--- src/icp_pkg.sv ---
// Shared types, constants and character helpers of the infix to postfix converter.
`default_nettype none

package icp_pkg;

   localparam logic [7:0] OPEN_PAREN  = 8'h28;
   localparam logic [7:0] CLOSE_PAREN = 8'h29;

   localparam logic [1:0] ERR_NONE      = 2'd0;
   localparam logic [1:0] ERR_UNMATCHED = 2'd1;
   localparam logic [1:0] ERR_OVERFLOW  = 2'd2;

   localparam logic REG_POP_ON_EQUAL = 1'b0;

   typedef enum logic [1:0] {
      CLS_ALNUM,
      CLS_CLOSE,
      CLS_OPEN,
      CLS_OPER
   } char_class_type;

   typedef enum logic [2:0] {
      ST_IDLE,
      ST_EMIT_CHAR,
      ST_CLOSE,
      ST_POP_OPER,
      ST_PUSH,
      ST_FLUSH,
      ST_FINISH
   } state_type;

   typedef enum logic [1:0] {
      SEL_CHAR,
      SEL_TOP,
      SEL_UNMATCHED,
      SEL_OVERFLOW
   } emit_sel_type;

   typedef struct packed {
      logic         ready;
      logic         latch;
      logic         pop;
      logic         push;
      logic         emit;
      emit_sel_type sel;
      logic         finish;
   } cmd_type;

   typedef struct packed {
      logic           req_valid;
      char_class_type req_cls;
      logic           end_flag;
      logic           count_zero;
      logic           count_full;
      logic           top_is_open;
      logic           pop_ok;
      logic           out_free;
   } status_type;

   function automatic logic [1:0] precedence(input logic [7:0] c);
      logic [1:0] p;
      case (c)
         8'h2b, 8'h2d: p = 2'd1;
         8'h2a, 8'h2f: p = 2'd2;
         8'h5e:        p = 2'd3;
         default:      p = 2'd0;
      endcase
      return p;
   endfunction

   function automatic char_class_type classify(input logic [7:0] c);
      char_class_type k;
      if (c inside {[8'h61:8'h7a], [8'h41:8'h5a], [8'h30:8'h39]}) begin
         k = CLS_ALNUM;
      end else if (c == CLOSE_PAREN) begin
         k = CLS_CLOSE;
      end else if (c == OPEN_PAREN) begin
         k = CLS_OPEN;
      end else begin
         k = CLS_OPER;
      end
      return k;
   endfunction

endpackage

`default_nettype wire

--- src/icp_req_if.sv ---
// Request channel interface: one infix character and its end-of-expression flag.
`default_nettype none

interface icp_req_if;
   logic       valid;
   logic       ready;
   logic [7:0] in_char;
   logic       end_of_expr;

   modport source (output valid, output in_char, output end_of_expr, input ready);
   modport sink (input valid, input in_char, input end_of_expr, output ready);
endinterface

`default_nettype wire

--- src/icp_rsp_if.sv ---
// Result channel interface: one postfix character or marker per request result.
`default_nettype none

interface icp_rsp_if;
   logic       valid;
   logic       ready;
   logic [7:0] out_char;
   logic       char_valid;
   logic [1:0] error_code;
   logic       last;

   modport source (output valid, output out_char, output char_valid, output error_code,
                   output last, input ready);
   modport sink (input valid, input out_char, input char_valid, input error_code,
                 input last, output ready);
endinterface

`default_nettype wire

--- src/icp_ctrl.sv ---
// Sequencer that steps the operator stack datapath through one request at a time.
`default_nettype none

module icp_ctrl (
   input  wire logic               clock,
   input  wire logic               reset,
   input  wire icp_pkg::status_type st,
   output icp_pkg::cmd_type        cmd
);

   icp_pkg::state_type state_ff;
   icp_pkg::state_type state_in;
   icp_pkg::state_type after_body;

   function automatic icp_pkg::state_type class_state(input icp_pkg::char_class_type k);
      icp_pkg::state_type s;
      case (k)
         icp_pkg::CLS_ALNUM: s = icp_pkg::ST_EMIT_CHAR;
         icp_pkg::CLS_CLOSE: s = icp_pkg::ST_CLOSE;
         icp_pkg::CLS_OPEN:  s = icp_pkg::ST_PUSH;
         default:            s = icp_pkg::ST_POP_OPER;
      endcase
      return s;
   endfunction

   assign after_body = st.end_flag ? icp_pkg::ST_FLUSH : icp_pkg::ST_FINISH;

   always_ff @(posedge clock) begin
      if (reset) begin
         state_ff <= icp_pkg::ST_IDLE;
      end else begin
         state_ff <= state_in;
      end
   end

   always_comb begin
      state_in = state_ff;
      case (state_ff)
         icp_pkg::ST_IDLE: begin
            if (st.req_valid) state_in = class_state(st.req_cls);
         end
         icp_pkg::ST_EMIT_CHAR: begin
            if (st.out_free) state_in = after_body;
         end
         icp_pkg::ST_CLOSE: begin
            if (st.out_free && (st.count_zero || st.top_is_open)) state_in = after_body;
         end
         icp_pkg::ST_POP_OPER: begin
            if (st.out_free && !st.pop_ok) state_in = icp_pkg::ST_PUSH;
         end
         icp_pkg::ST_PUSH: begin
            if (st.out_free) state_in = after_body;
         end
         icp_pkg::ST_FLUSH: begin
            if (st.out_free && st.count_zero) state_in = icp_pkg::ST_FINISH;
         end
         icp_pkg::ST_FINISH: begin
            if (st.out_free) begin
               state_in = st.req_valid ? class_state(st.req_cls) : icp_pkg::ST_IDLE;
            end
         end
         default: state_in = icp_pkg::ST_IDLE;
      endcase
   end

   always_comb begin
      cmd = '0;
      cmd.sel = icp_pkg::SEL_CHAR;
      case (state_ff)
         icp_pkg::ST_IDLE: begin
            cmd.ready = 1'b1;
            cmd.latch = st.req_valid;
         end
         icp_pkg::ST_EMIT_CHAR: begin
            cmd.emit = st.out_free;
         end
         icp_pkg::ST_CLOSE: begin
            if (st.out_free) begin
               if (st.count_zero) begin
                  cmd.emit = 1'b1;
                  cmd.sel  = icp_pkg::SEL_UNMATCHED;
               end else begin
                  cmd.pop  = 1'b1;
                  cmd.emit = !st.top_is_open;
                  cmd.sel  = icp_pkg::SEL_TOP;
               end
            end
         end
         icp_pkg::ST_POP_OPER: begin
            if (st.out_free && st.pop_ok) begin
               cmd.pop  = 1'b1;
               cmd.emit = 1'b1;
               cmd.sel  = icp_pkg::SEL_TOP;
            end
         end
         icp_pkg::ST_PUSH: begin
            if (st.out_free) begin
               if (st.count_full) begin
                  cmd.emit = 1'b1;
                  cmd.sel  = icp_pkg::SEL_OVERFLOW;
               end else begin
                  cmd.push = 1'b1;
               end
            end
         end
         icp_pkg::ST_FLUSH: begin
            if (st.out_free && !st.count_zero) begin
               cmd.pop  = 1'b1;
               cmd.emit = !st.top_is_open;
               cmd.sel  = icp_pkg::SEL_TOP;
            end
         end
         icp_pkg::ST_FINISH: begin
            if (st.out_free) begin
               cmd.finish = 1'b1;
               cmd.ready  = 1'b1;
               cmd.latch  = st.req_valid;
            end
         end
         default: cmd = '0;
      endcase
   end

endmodule

`default_nettype wire

--- src/icp_datapath.sv ---
// Operator stack memory, held request, pending result and output register of the converter.
`default_nettype none

module icp_datapath #(
   parameter int STACK_DEPTH = 32
) (
   input  wire logic             clock,
   input  wire logic             reset,
   input  wire icp_pkg::cmd_type cmd,
   input  wire logic             pop_on_equal,
   input  wire logic             req_valid,
   input  wire logic [7:0]       req_in_char,
   input  wire logic             req_end_of_expr,
   input  wire logic             rsp_ready,
   output logic                  rsp_valid,
   output logic [7:0]            rsp_out_char,
   output logic                  rsp_char_valid,
   output logic [1:0]            rsp_error_code,
   output logic                  rsp_last,
   output icp_pkg::status_type   st
);

   localparam int CNT_W = $clog2(STACK_DEPTH + 1);
   localparam int IDX_W = $clog2(STACK_DEPTH);

   logic [7:0]       stack_mem [STACK_DEPTH];
   logic [CNT_W-1:0] count_ff, count_in;
   logic [CNT_W-1:0] rd_cnt;
   logic [7:0]       top_ff, nxt_ff;
   logic [7:0]       char_ff;
   logic             end_ff;
   logic [1:0]       pc_ff;
   logic [1:0]       pt;

   logic [7:0]       pend_char_ff;
   logic             pend_valid_ff;
   logic [1:0]       pend_err_ff;
   logic             pend_full_ff;

   logic             rsp_vld_ff;
   logic [7:0]       rsp_char_ff;
   logic             rsp_cv_ff;
   logic [1:0]       rsp_err_ff;
   logic             rsp_last_ff;
   logic             out_load;

   logic [7:0]       sel_char;
   logic             sel_valid;
   logic [1:0]       sel_err;

   always_comb begin
      count_in = count_ff;
      if (cmd.push) begin
         count_in = count_ff + CNT_W'(1);
      end else if (cmd.pop) begin
         count_in = count_ff - CNT_W'(1);
      end
   end

   assign rd_cnt = count_in - CNT_W'(2);

   always_ff @(posedge clock) begin
      if (reset) begin
         count_ff <= '0;
      end else begin
         count_ff <= count_in;
      end
   end

   // The top entry is cached in a register and the entry below it is prefetched,
   // so one pop completes every cycle while the output register has room.
   always_ff @(posedge clock) begin
      if (cmd.push) begin
         stack_mem[count_ff[IDX_W-1:0]] <= char_ff;
      end
      if (count_in >= CNT_W'(2)) begin
         nxt_ff <= stack_mem[rd_cnt[IDX_W-1:0]];
      end
   end

   always_ff @(posedge clock) begin
      if (cmd.push) begin
         top_ff <= char_ff;
      end else if (cmd.pop) begin
         top_ff <= nxt_ff;
      end
      if (cmd.latch) begin
         char_ff <= req_in_char;
         end_ff  <= req_end_of_expr;
         pc_ff   <= icp_pkg::precedence(req_in_char);
      end
   end

   always_comb begin
      case (cmd.sel)
         icp_pkg::SEL_CHAR: begin
            sel_char  = char_ff;
            sel_valid = 1'b1;
            sel_err   = icp_pkg::ERR_NONE;
         end
         icp_pkg::SEL_TOP: begin
            sel_char  = top_ff;
            sel_valid = 1'b1;
            sel_err   = icp_pkg::ERR_NONE;
         end
         icp_pkg::SEL_UNMATCHED: begin
            sel_char  = 8'h00;
            sel_valid = 1'b0;
            sel_err   = icp_pkg::ERR_UNMATCHED;
         end
         default: begin
            sel_char  = 8'h00;
            sel_valid = 1'b0;
            sel_err   = icp_pkg::ERR_OVERFLOW;
         end
      endcase
   end

   // A result waits in the pending stage until the next one arrives or the
   // request finishes, so the final result of a request can be marked last.
   always_ff @(posedge clock) begin
      if (reset) begin
         pend_full_ff <= 1'b0;
      end else if (cmd.emit) begin
         pend_full_ff <= 1'b1;
      end else if (cmd.finish) begin
         pend_full_ff <= 1'b0;
      end
   end

   always_ff @(posedge clock) begin
      if (cmd.emit) begin
         pend_char_ff  <= sel_char;
         pend_valid_ff <= sel_valid;
         pend_err_ff   <= sel_err;
      end
   end

   assign out_load = (cmd.emit && pend_full_ff) || cmd.finish;

   always_ff @(posedge clock) begin
      if (reset) begin
         rsp_vld_ff <= 1'b0;
      end else if (out_load) begin
         rsp_vld_ff <= 1'b1;
      end else if (rsp_ready) begin
         rsp_vld_ff <= 1'b0;
      end
   end

   always_ff @(posedge clock) begin
      if (out_load) begin
         if (pend_full_ff) begin
            rsp_char_ff <= pend_char_ff;
            rsp_cv_ff   <= pend_valid_ff;
            rsp_err_ff  <= pend_err_ff;
         end else begin
            rsp_char_ff <= 8'h00;
            rsp_cv_ff   <= 1'b0;
            rsp_err_ff  <= icp_pkg::ERR_NONE;
         end
         rsp_last_ff <= cmd.finish;
      end
   end

   assign rsp_valid      = rsp_vld_ff;
   assign rsp_out_char   = rsp_char_ff;
   assign rsp_char_valid = rsp_cv_ff;
   assign rsp_error_code = rsp_err_ff;
   assign rsp_last       = rsp_last_ff;

   assign pt = icp_pkg::precedence(top_ff);

   always_comb begin
      st.req_valid   = req_valid;
      st.req_cls     = icp_pkg::classify(req_in_char);
      st.end_flag    = end_ff;
      st.count_zero  = (count_ff == '0);
      st.count_full  = (count_ff == CNT_W'(STACK_DEPTH));
      st.top_is_open = (top_ff == icp_pkg::OPEN_PAREN);
      st.pop_ok      = (count_ff != '0) && (top_ff != icp_pkg::OPEN_PAREN) &&
                       ((pt > pc_ff) || ((pt == pc_ff) && pop_on_equal));
      st.out_free    = !rsp_vld_ff || rsp_ready;
   end

endmodule

`default_nettype wire

--- src/infix_to_postfix_converter_core.sv ---
// Top level of the shunting-yard infix to postfix converter.
// The req channel takes one character of an infix expression per request, with
// end_of_expr set on the last character. The rsp channel returns the postfix
// characters the request causes, in order; the final result of each request has
// last set. A request with nothing to emit returns one bare marker result, and an
// unmatched ')' or a push onto a full stack yields a marker with error_code set.
// Requests are worked one at a time by a sequencer over a stack memory of
// STACK_DEPTH entries with a cached top entry, popping one entry per cycle while
// the output register has room. A ')' pops operators up to its '('; any other
// operator pops those it yields to, then is pushed; end_of_expr adds a flush
// that pops every stacked entry. Results leave through an output register; a
// stall on rsp holds the sequencer while that register is full, and no result is
// dropped. Reset empties the stack, clears the output register and sets
// pop_on_equal to 1; no clearing pass runs. pop_on_equal lives at csr byte
// address 0. The user must write it only while idle; the block never checks.
`default_nettype none

module infix_to_postfix_converter_core #(
   parameter int STACK_DEPTH = 32
) (
   input  wire logic        clock,
   input  wire logic        reset,
   icp_req_if.sink          req_chan,
   icp_rsp_if.source        rsp_chan,
   input  wire logic        csr_psel,
   input  wire logic        csr_penable,
   input  wire logic        csr_pwrite,
   input  wire logic [2:0]  csr_paddr,
   input  wire logic [31:0] csr_pwdata,
   output logic [31:0]      csr_prdata,
   output logic             csr_pready
);

   icp_pkg::cmd_type    cmd;
   icp_pkg::status_type st;
   logic                pop_on_equal_ff;
   logic                csr_write;

   assign csr_pready = 1'b1;
   assign csr_write  = csr_psel && csr_penable && csr_pwrite;

   always_ff @(posedge clock) begin
      if (reset) begin
         pop_on_equal_ff <= 1'b1;
      end else if (csr_write && (csr_paddr[2] == icp_pkg::REG_POP_ON_EQUAL)) begin
         pop_on_equal_ff <= csr_pwdata[0];
      end
   end

   assign csr_prdata = (csr_paddr[2] == icp_pkg::REG_POP_ON_EQUAL) ?
                       {31'b0, pop_on_equal_ff} : 32'b0;

   icp_ctrl u_ctrl (
      .clock (clock),
      .reset (reset),
      .st    (st),
      .cmd   (cmd)
   );

   icp_datapath #(
      .STACK_DEPTH (STACK_DEPTH)
   ) u_datapath (
      .clock           (clock),
      .reset           (reset),
      .cmd             (cmd),
      .pop_on_equal    (pop_on_equal_ff),
      .req_valid       (req_chan.valid),
      .req_in_char     (req_chan.in_char),
      .req_end_of_expr (req_chan.end_of_expr),
      .rsp_ready       (rsp_chan.ready),
      .rsp_valid       (rsp_chan.valid),
      .rsp_out_char    (rsp_chan.out_char),
      .rsp_char_valid  (rsp_chan.char_valid),
      .rsp_error_code  (rsp_chan.error_code),
      .rsp_last        (rsp_chan.last),
      .st              (st)
   );

   assign req_chan.ready = cmd.ready;

   a_push_not_full: assert property (@(posedge clock) disable iff (reset)
      cmd.push |-> !st.count_full)
      else $error("Push issued onto a full operator stack.");

   a_emit_needs_room: assert property (@(posedge clock) disable iff (reset)
      (cmd.emit || cmd.finish) |-> st.out_free)
      else $error("Result produced while the output register was occupied.");

   a_no_push_and_pop: assert property (@(posedge clock) disable iff (reset)
      !(cmd.push && cmd.pop))
      else $error("Push and pop issued in the same cycle.");

   a_busy_after_accept: assert property (@(posedge clock) disable iff (reset)
      cmd.latch |=> !req_chan.ready)
      else $error("New request taken while the previous one is still in work.");

endmodule

`default_nettype wire

--- src/flat_wrapper.sv ---
// flat-port wrapper written by rule: the top's interface ports become plain ports
module infix_to_postfix_converter_core_flat 
#(
   parameter int STACK_DEPTH = 32
)
  (clock, reset, csr_psel, csr_penable, csr_pwrite, csr_paddr, csr_pwdata, csr_prdata, csr_pready, req_chan_valid, req_chan_in_char, req_chan_end_of_expr, req_chan_ready, rsp_chan_valid, rsp_chan_out_char, rsp_chan_char_valid, rsp_chan_error_code, rsp_chan_last, rsp_chan_ready);
  icp_req_if req_chan_i ();
  icp_rsp_if rsp_chan_i ();
  input  wire logic clock;
  input  wire logic reset;
  input  wire logic csr_psel;
  input  wire logic csr_penable;
  input  wire logic csr_pwrite;
  input  wire logic [2:0] csr_paddr;
  input  wire logic [31:0] csr_pwdata;
  output logic [31:0] csr_prdata;
  output logic csr_pready;
  input wire logic [$bits(req_chan_i.valid)-1:0] req_chan_valid;
  input wire logic [$bits(req_chan_i.in_char)-1:0] req_chan_in_char;
  input wire logic [$bits(req_chan_i.end_of_expr)-1:0] req_chan_end_of_expr;
  output wire logic [$bits(req_chan_i.ready)-1:0] req_chan_ready;
  output wire logic [$bits(rsp_chan_i.valid)-1:0] rsp_chan_valid;
  output wire logic [$bits(rsp_chan_i.out_char)-1:0] rsp_chan_out_char;
  output wire logic [$bits(rsp_chan_i.char_valid)-1:0] rsp_chan_char_valid;
  output wire logic [$bits(rsp_chan_i.error_code)-1:0] rsp_chan_error_code;
  output wire logic [$bits(rsp_chan_i.last)-1:0] rsp_chan_last;
  input wire logic [$bits(rsp_chan_i.ready)-1:0] rsp_chan_ready;
  assign req_chan_i.valid = req_chan_valid;
  assign req_chan_i.in_char = req_chan_in_char;
  assign req_chan_i.end_of_expr = req_chan_end_of_expr;
  assign req_chan_ready = req_chan_i.ready;
  assign rsp_chan_valid = rsp_chan_i.valid;
  assign rsp_chan_out_char = rsp_chan_i.out_char;
  assign rsp_chan_char_valid = rsp_chan_i.char_valid;
  assign rsp_chan_error_code = rsp_chan_i.error_code;
  assign rsp_chan_last = rsp_chan_i.last;
  assign rsp_chan_i.ready = rsp_chan_ready;
  infix_to_postfix_converter_core #(.STACK_DEPTH(STACK_DEPTH)) u_core (.clock(clock), .reset(reset), .req_chan(req_chan_i), .rsp_chan(rsp_chan_i), .csr_psel(csr_psel), .csr_penable(csr_penable), .csr_pwrite(csr_pwrite), .csr_paddr(csr_paddr), .csr_pwdata(csr_pwdata), .csr_prdata(csr_prdata), .csr_pready(csr_pready));
endmodule
--- config.mk ---
export PLATFORM = sky130hd
export DESIGN_NAME = infix_to_postfix_converter_core_flat
export DESIGN_NICKNAME = d
export VERILOG_FILES = /design/src/icp_pkg.sv /design/src/icp_req_if.sv /design/src/icp_rsp_if.sv /design/src/icp_ctrl.sv /design/src/icp_datapath.sv /design/src/infix_to_postfix_converter_core.sv /design/src/flat_wrapper.sv
export SDC_FILE = /design/constraint.sdc
export NUM_CORES = 1
export LEC_CHECK = 0
export ABC_AREA = 1
export BUFFER_PORTS_ARGS = -buffer_cell sky130_fd_sc_hd__buf_2
export CORE_ASPECT_RATIO = 0.75
export CORE_MARGIN = 10
export CORE_UTILIZATION = 56
export CTS_CLUSTER_DIAMETER = 40
export DETAILED_ROUTE_END_ITERATION = 10
export PLACE_DENSITY = 0.75
export SETUP_SLACK_MARGIN = 0.02
export SLEW_MARGIN = 0
export SYNTH_ARGS = -nofsm -noshare
export SYNTH_HDL_FRONTEND = slang
export SYNTH_SLANG_ARGS = --single-unit
--- constraint.sdc ---
create_clock -name clock -period 8.5 [get_ports clock]
set_input_delay 1.275 -clock clock [delete_from_list [all_inputs] [get_ports clock]]
set_output_delay 1.275 -clock clock [all_outputs]
set_load 0.02 [all_outputs]
==> flow_summary.toml <==
[die]
die_w_um = 209
core_mm2 = 0.0262
cell_row_count = 51
start_util = 0.573
top_level_ports = 98
die_area_mm2 = 0.0338
chipHeight_um = 162

[clocking]
max_root_sink_buffers = 3
cts_hold_repair.buffers = 0
clkSlewWorstSetupHoldPaths_ns = 0.06
postCtsResizedCells = 0
numCtsBuffers = 36
clock_sink_count = 318
cts_htree_levels = 2
cts_tree = "yes"
clk_root_buffer_cell = "clkbuf_16"
cts_setup_buffers = 0
clock_insertion_delay_at_the_later_pin_of_the_skew_report_ns = 0.52

[hold_path]
min_path_type = "flop to flop"

[sta]
layout_setup_ws_ns = 3.47
final_hold_vios = 0
slew_headroom = 0.215
finalSetupViolations = 0
post-route-period-util = 0.592
maxClockFrequency_mhz = 199
report.final.slew_viol_count = 0
fin_setup_tns_ns = 0
final.setup_skew_ns = 0.0153
period_needed_ns = 5.03
transition_time_of_the_tightest_slew_check_pin_ns = 1.18
rsz_0062_raised_after_global_routing = "false"

[worst_setup_path]
crit_fanout = 68
path_cells = "nor4_1, nand4_1, a21boi_0, ha_1, nand2_1, nand2_1, nand2_1, nand4_4, nand3_1, nand3_1, nand2_2, buf_4, ha_1, inv_1, nand3_1, nand3_1, nand2_1, nand2_1, nand2_1"
critPathKind = "flop to flop"
top_cell_family_by_delay_on_the_critical_path = "simple AND/OR/NAND/NOR gates"
slowest_delay_ns = 0.85
cp.required_ns = 8.77
critPathMostFrequentCell = "nand2_1"
cp_data_arrival_time_ns = 5.30
crit_slowest_cell = "inv_1"
critPathCaptureType = "flop"
setup.worst_path.start_class = "flop"
crit_buf_inv = 2

[placement]
post-place-ws_ns = 3.34
portBuffers = 32
gp_congestion = 0.919
post-dp-hpwl_um = 20800

[yosys]
yosys.area_share.xor_xnor = 0.00242
synth_compound_gate_area_share = 0.0185
synth_largest_area_cell = "edfxtp_1"
synth_enable_flop_cells = 306
ys_ff_latch = 318
synth.area.top_cells = "edfxtp_1 (61%), nand3_1 (10%), nand2_1 (7.5%)"
post_synth_instance_area_mm2 = 0.0150
number_of_synthesis_warnings = 0
combinational_family_with_the_most_area_after_synthesis = "simple AND/OR/NAND/NOR gates"
post_synth_num_cell_types = 46
netlist_instances = 1506
synth.mux.area_fraction = 0
synth_flop_cell = "edfxtp_1"
synthesis.area_per_instance_um2 = 9.96
post-synth-top-count-cell = "edfxtp_1"
synth_top_cell_area_share = 0.613
area_share_of_fa_ha_maj_cells_after_synthesis = 0.00667
synth_seq_area_share = 0.629
synth_simple_gate_area_share = 0.229
synth_commonest_cells = "edfxtp_1 (306), nand3_1 (305), nand2_1 (300)"
synth_async_sr_flop_share = 0

[global_routing]
grt_first_pass_wirelength_um = 54400
grt_overflow = 0
global_route.usage.total = 0.202
grt_pass1_vias = 9881
grt_max_degree = 81
grt_antenna_before_repair = 0

[finish]
antenna_cells_inserted = 0
area_growth_from_synthesis_to_layout_pct = 9.62
drive_above_1_share = 0.0876
final_net_count = 1586

[routing]
detailroute.via_count = 10400
drt-vias-per-instance = 5.46
initialDrtViolationCount = 1193
drt_wl_total_um = 34800
wl_per_cell_um = 18.4
firstDrtPassIters = 6
detail-route-antenna-nets = 0
drcViolationCount = 0

[outcome]
run_status = "finished clean"

[flow_run]
max_cap_viols = 0
-- placed cells by master (no fill, tap or decap), types with 3 or more instances in the layout --
cell type  Yosys  layout
o21ai_0       21      21
clkinv_2       0       4
nand2_4        2       3
dfxtp_1       12      12
ha_1           8       8
clkbuf_1      19       6
nor3_1         6       6
buf_2         28      32
conb_1         2      32
a21oi_1        5       5
o22ai_1        6       6
nand3_4        3       3
inv_1        299     299
nand2_1      300     299
nor2_1        61      61
buf_4         42      16
nand2_2        7       7
clkbuf_16      0      37
clkinv_1       0       4
nor2_2         3       3
inv_2          4       4
edfxtp_1     306     306
nor2_4         3       3
bufinv_16      0       4
nand3_1      305     305
nand3_2        5       5
nand3b_1      25      25
-- cell type report --
cell class	count	area, um^2
Timing Repair Buffer	48	280
Multi-Input combinational cell	819	3970
Clock inverter	20	235
Fill cell	2004	9720
Clock buffer	43	948
Sequential cell	318	9430
Tap cell	344	430
Inverter	304	1140
-- worst paths after layout --
check	from	end	slack (ns)	depth (start not counted)
setup / recovery	u_core.u_datapath.top_ff[5]	u_core.u_datapath.nxt_ff[5]	3.47	19
hold reg to reg	u_core.u_datapath.pend_char_ff[2]	u_core.u_datapath.rsp_out_char[2]	0.51	2
setup reg to reg	u_core.u_datapath.top_ff[5]	u_core.u_datapath.nxt_ff[5]	3.47	19
hold / removal	u_core.u_datapath.pend_char_ff[2]	u_core.u_datapath.rsp_out_char[2]	0.51	2
-- per-stage QoR --
step	utilization	cells	hold slack, ns	area (um^2)
final	0.628	1896	0.506	16400
after global routing	0.628	1896	0.526	16400
after CTS	0.628	1896	0.508	16400
after detailed placement	0.583	1833	0.495	15300
after global placement	0.583	1833	0.485	15300
after floorplan	-	1536	0.481	15100
-- kinds of logic after synthesis --
kind of cell             count (synthesis)
buffers and inverters                  399
XOR/XNOR                                 2
adder cells (fa/ha/maj)                  8
flip-flops                             318
other                                    2
AND/OR/NAND/NOR                        731
AO/OA/AOI/OAI                           46
-- state kept, by name (all words and copies together), names as in the netlist --
register                          count
u_core.pop_on_equal_ff                1
u_core.u_ctrl.state_ff                3
u_core.u_datapath.char_ff             8
u_core.u_datapath.count_ff            6
u_core.u_datapath.end_ff              1
u_core.u_datapath.nxt_ff              8
u_core.u_datapath.pc_ff               2
u_core.u_datapath.pend_char_ff        8
u_core.u_datapath.pend_err_ff         2
u_core.u_datapath.pend_full_ff        1
u_core.u_datapath.pend_valid_ff       1
u_core.u_datapath.rsp_char_valid      1
u_core.u_datapath.rsp_error_code      2
u_core.u_datapath.rsp_last            1
u_core.u_datapath.rsp_out_char        8
u_core.u_datapath.rsp_valid           1
u_core.u_datapath.stack_mem         256
u_core.u_datapath.top_ff              8
-- tightest hold or removal path: cells and delay by family, from the launching register on --
family	cells	cell delay, ns
AND/OR/NAND/NOR	1	0.05
buffers and inverters	1	0.04
flip-flops	1	0.32
-- metal layers --
layer	track usage	routed length (um)	up-vias
met5	0	0	-
met4	0.0538	701	0
met3	0.0420	3350	71
met2	0.321	16200	450
met1	0.277	14500	4908
li1	-	-	4927
Power is not shown: default switching activity piles up to over one toggle a cycle in this logic, so the estimate is an artifact.
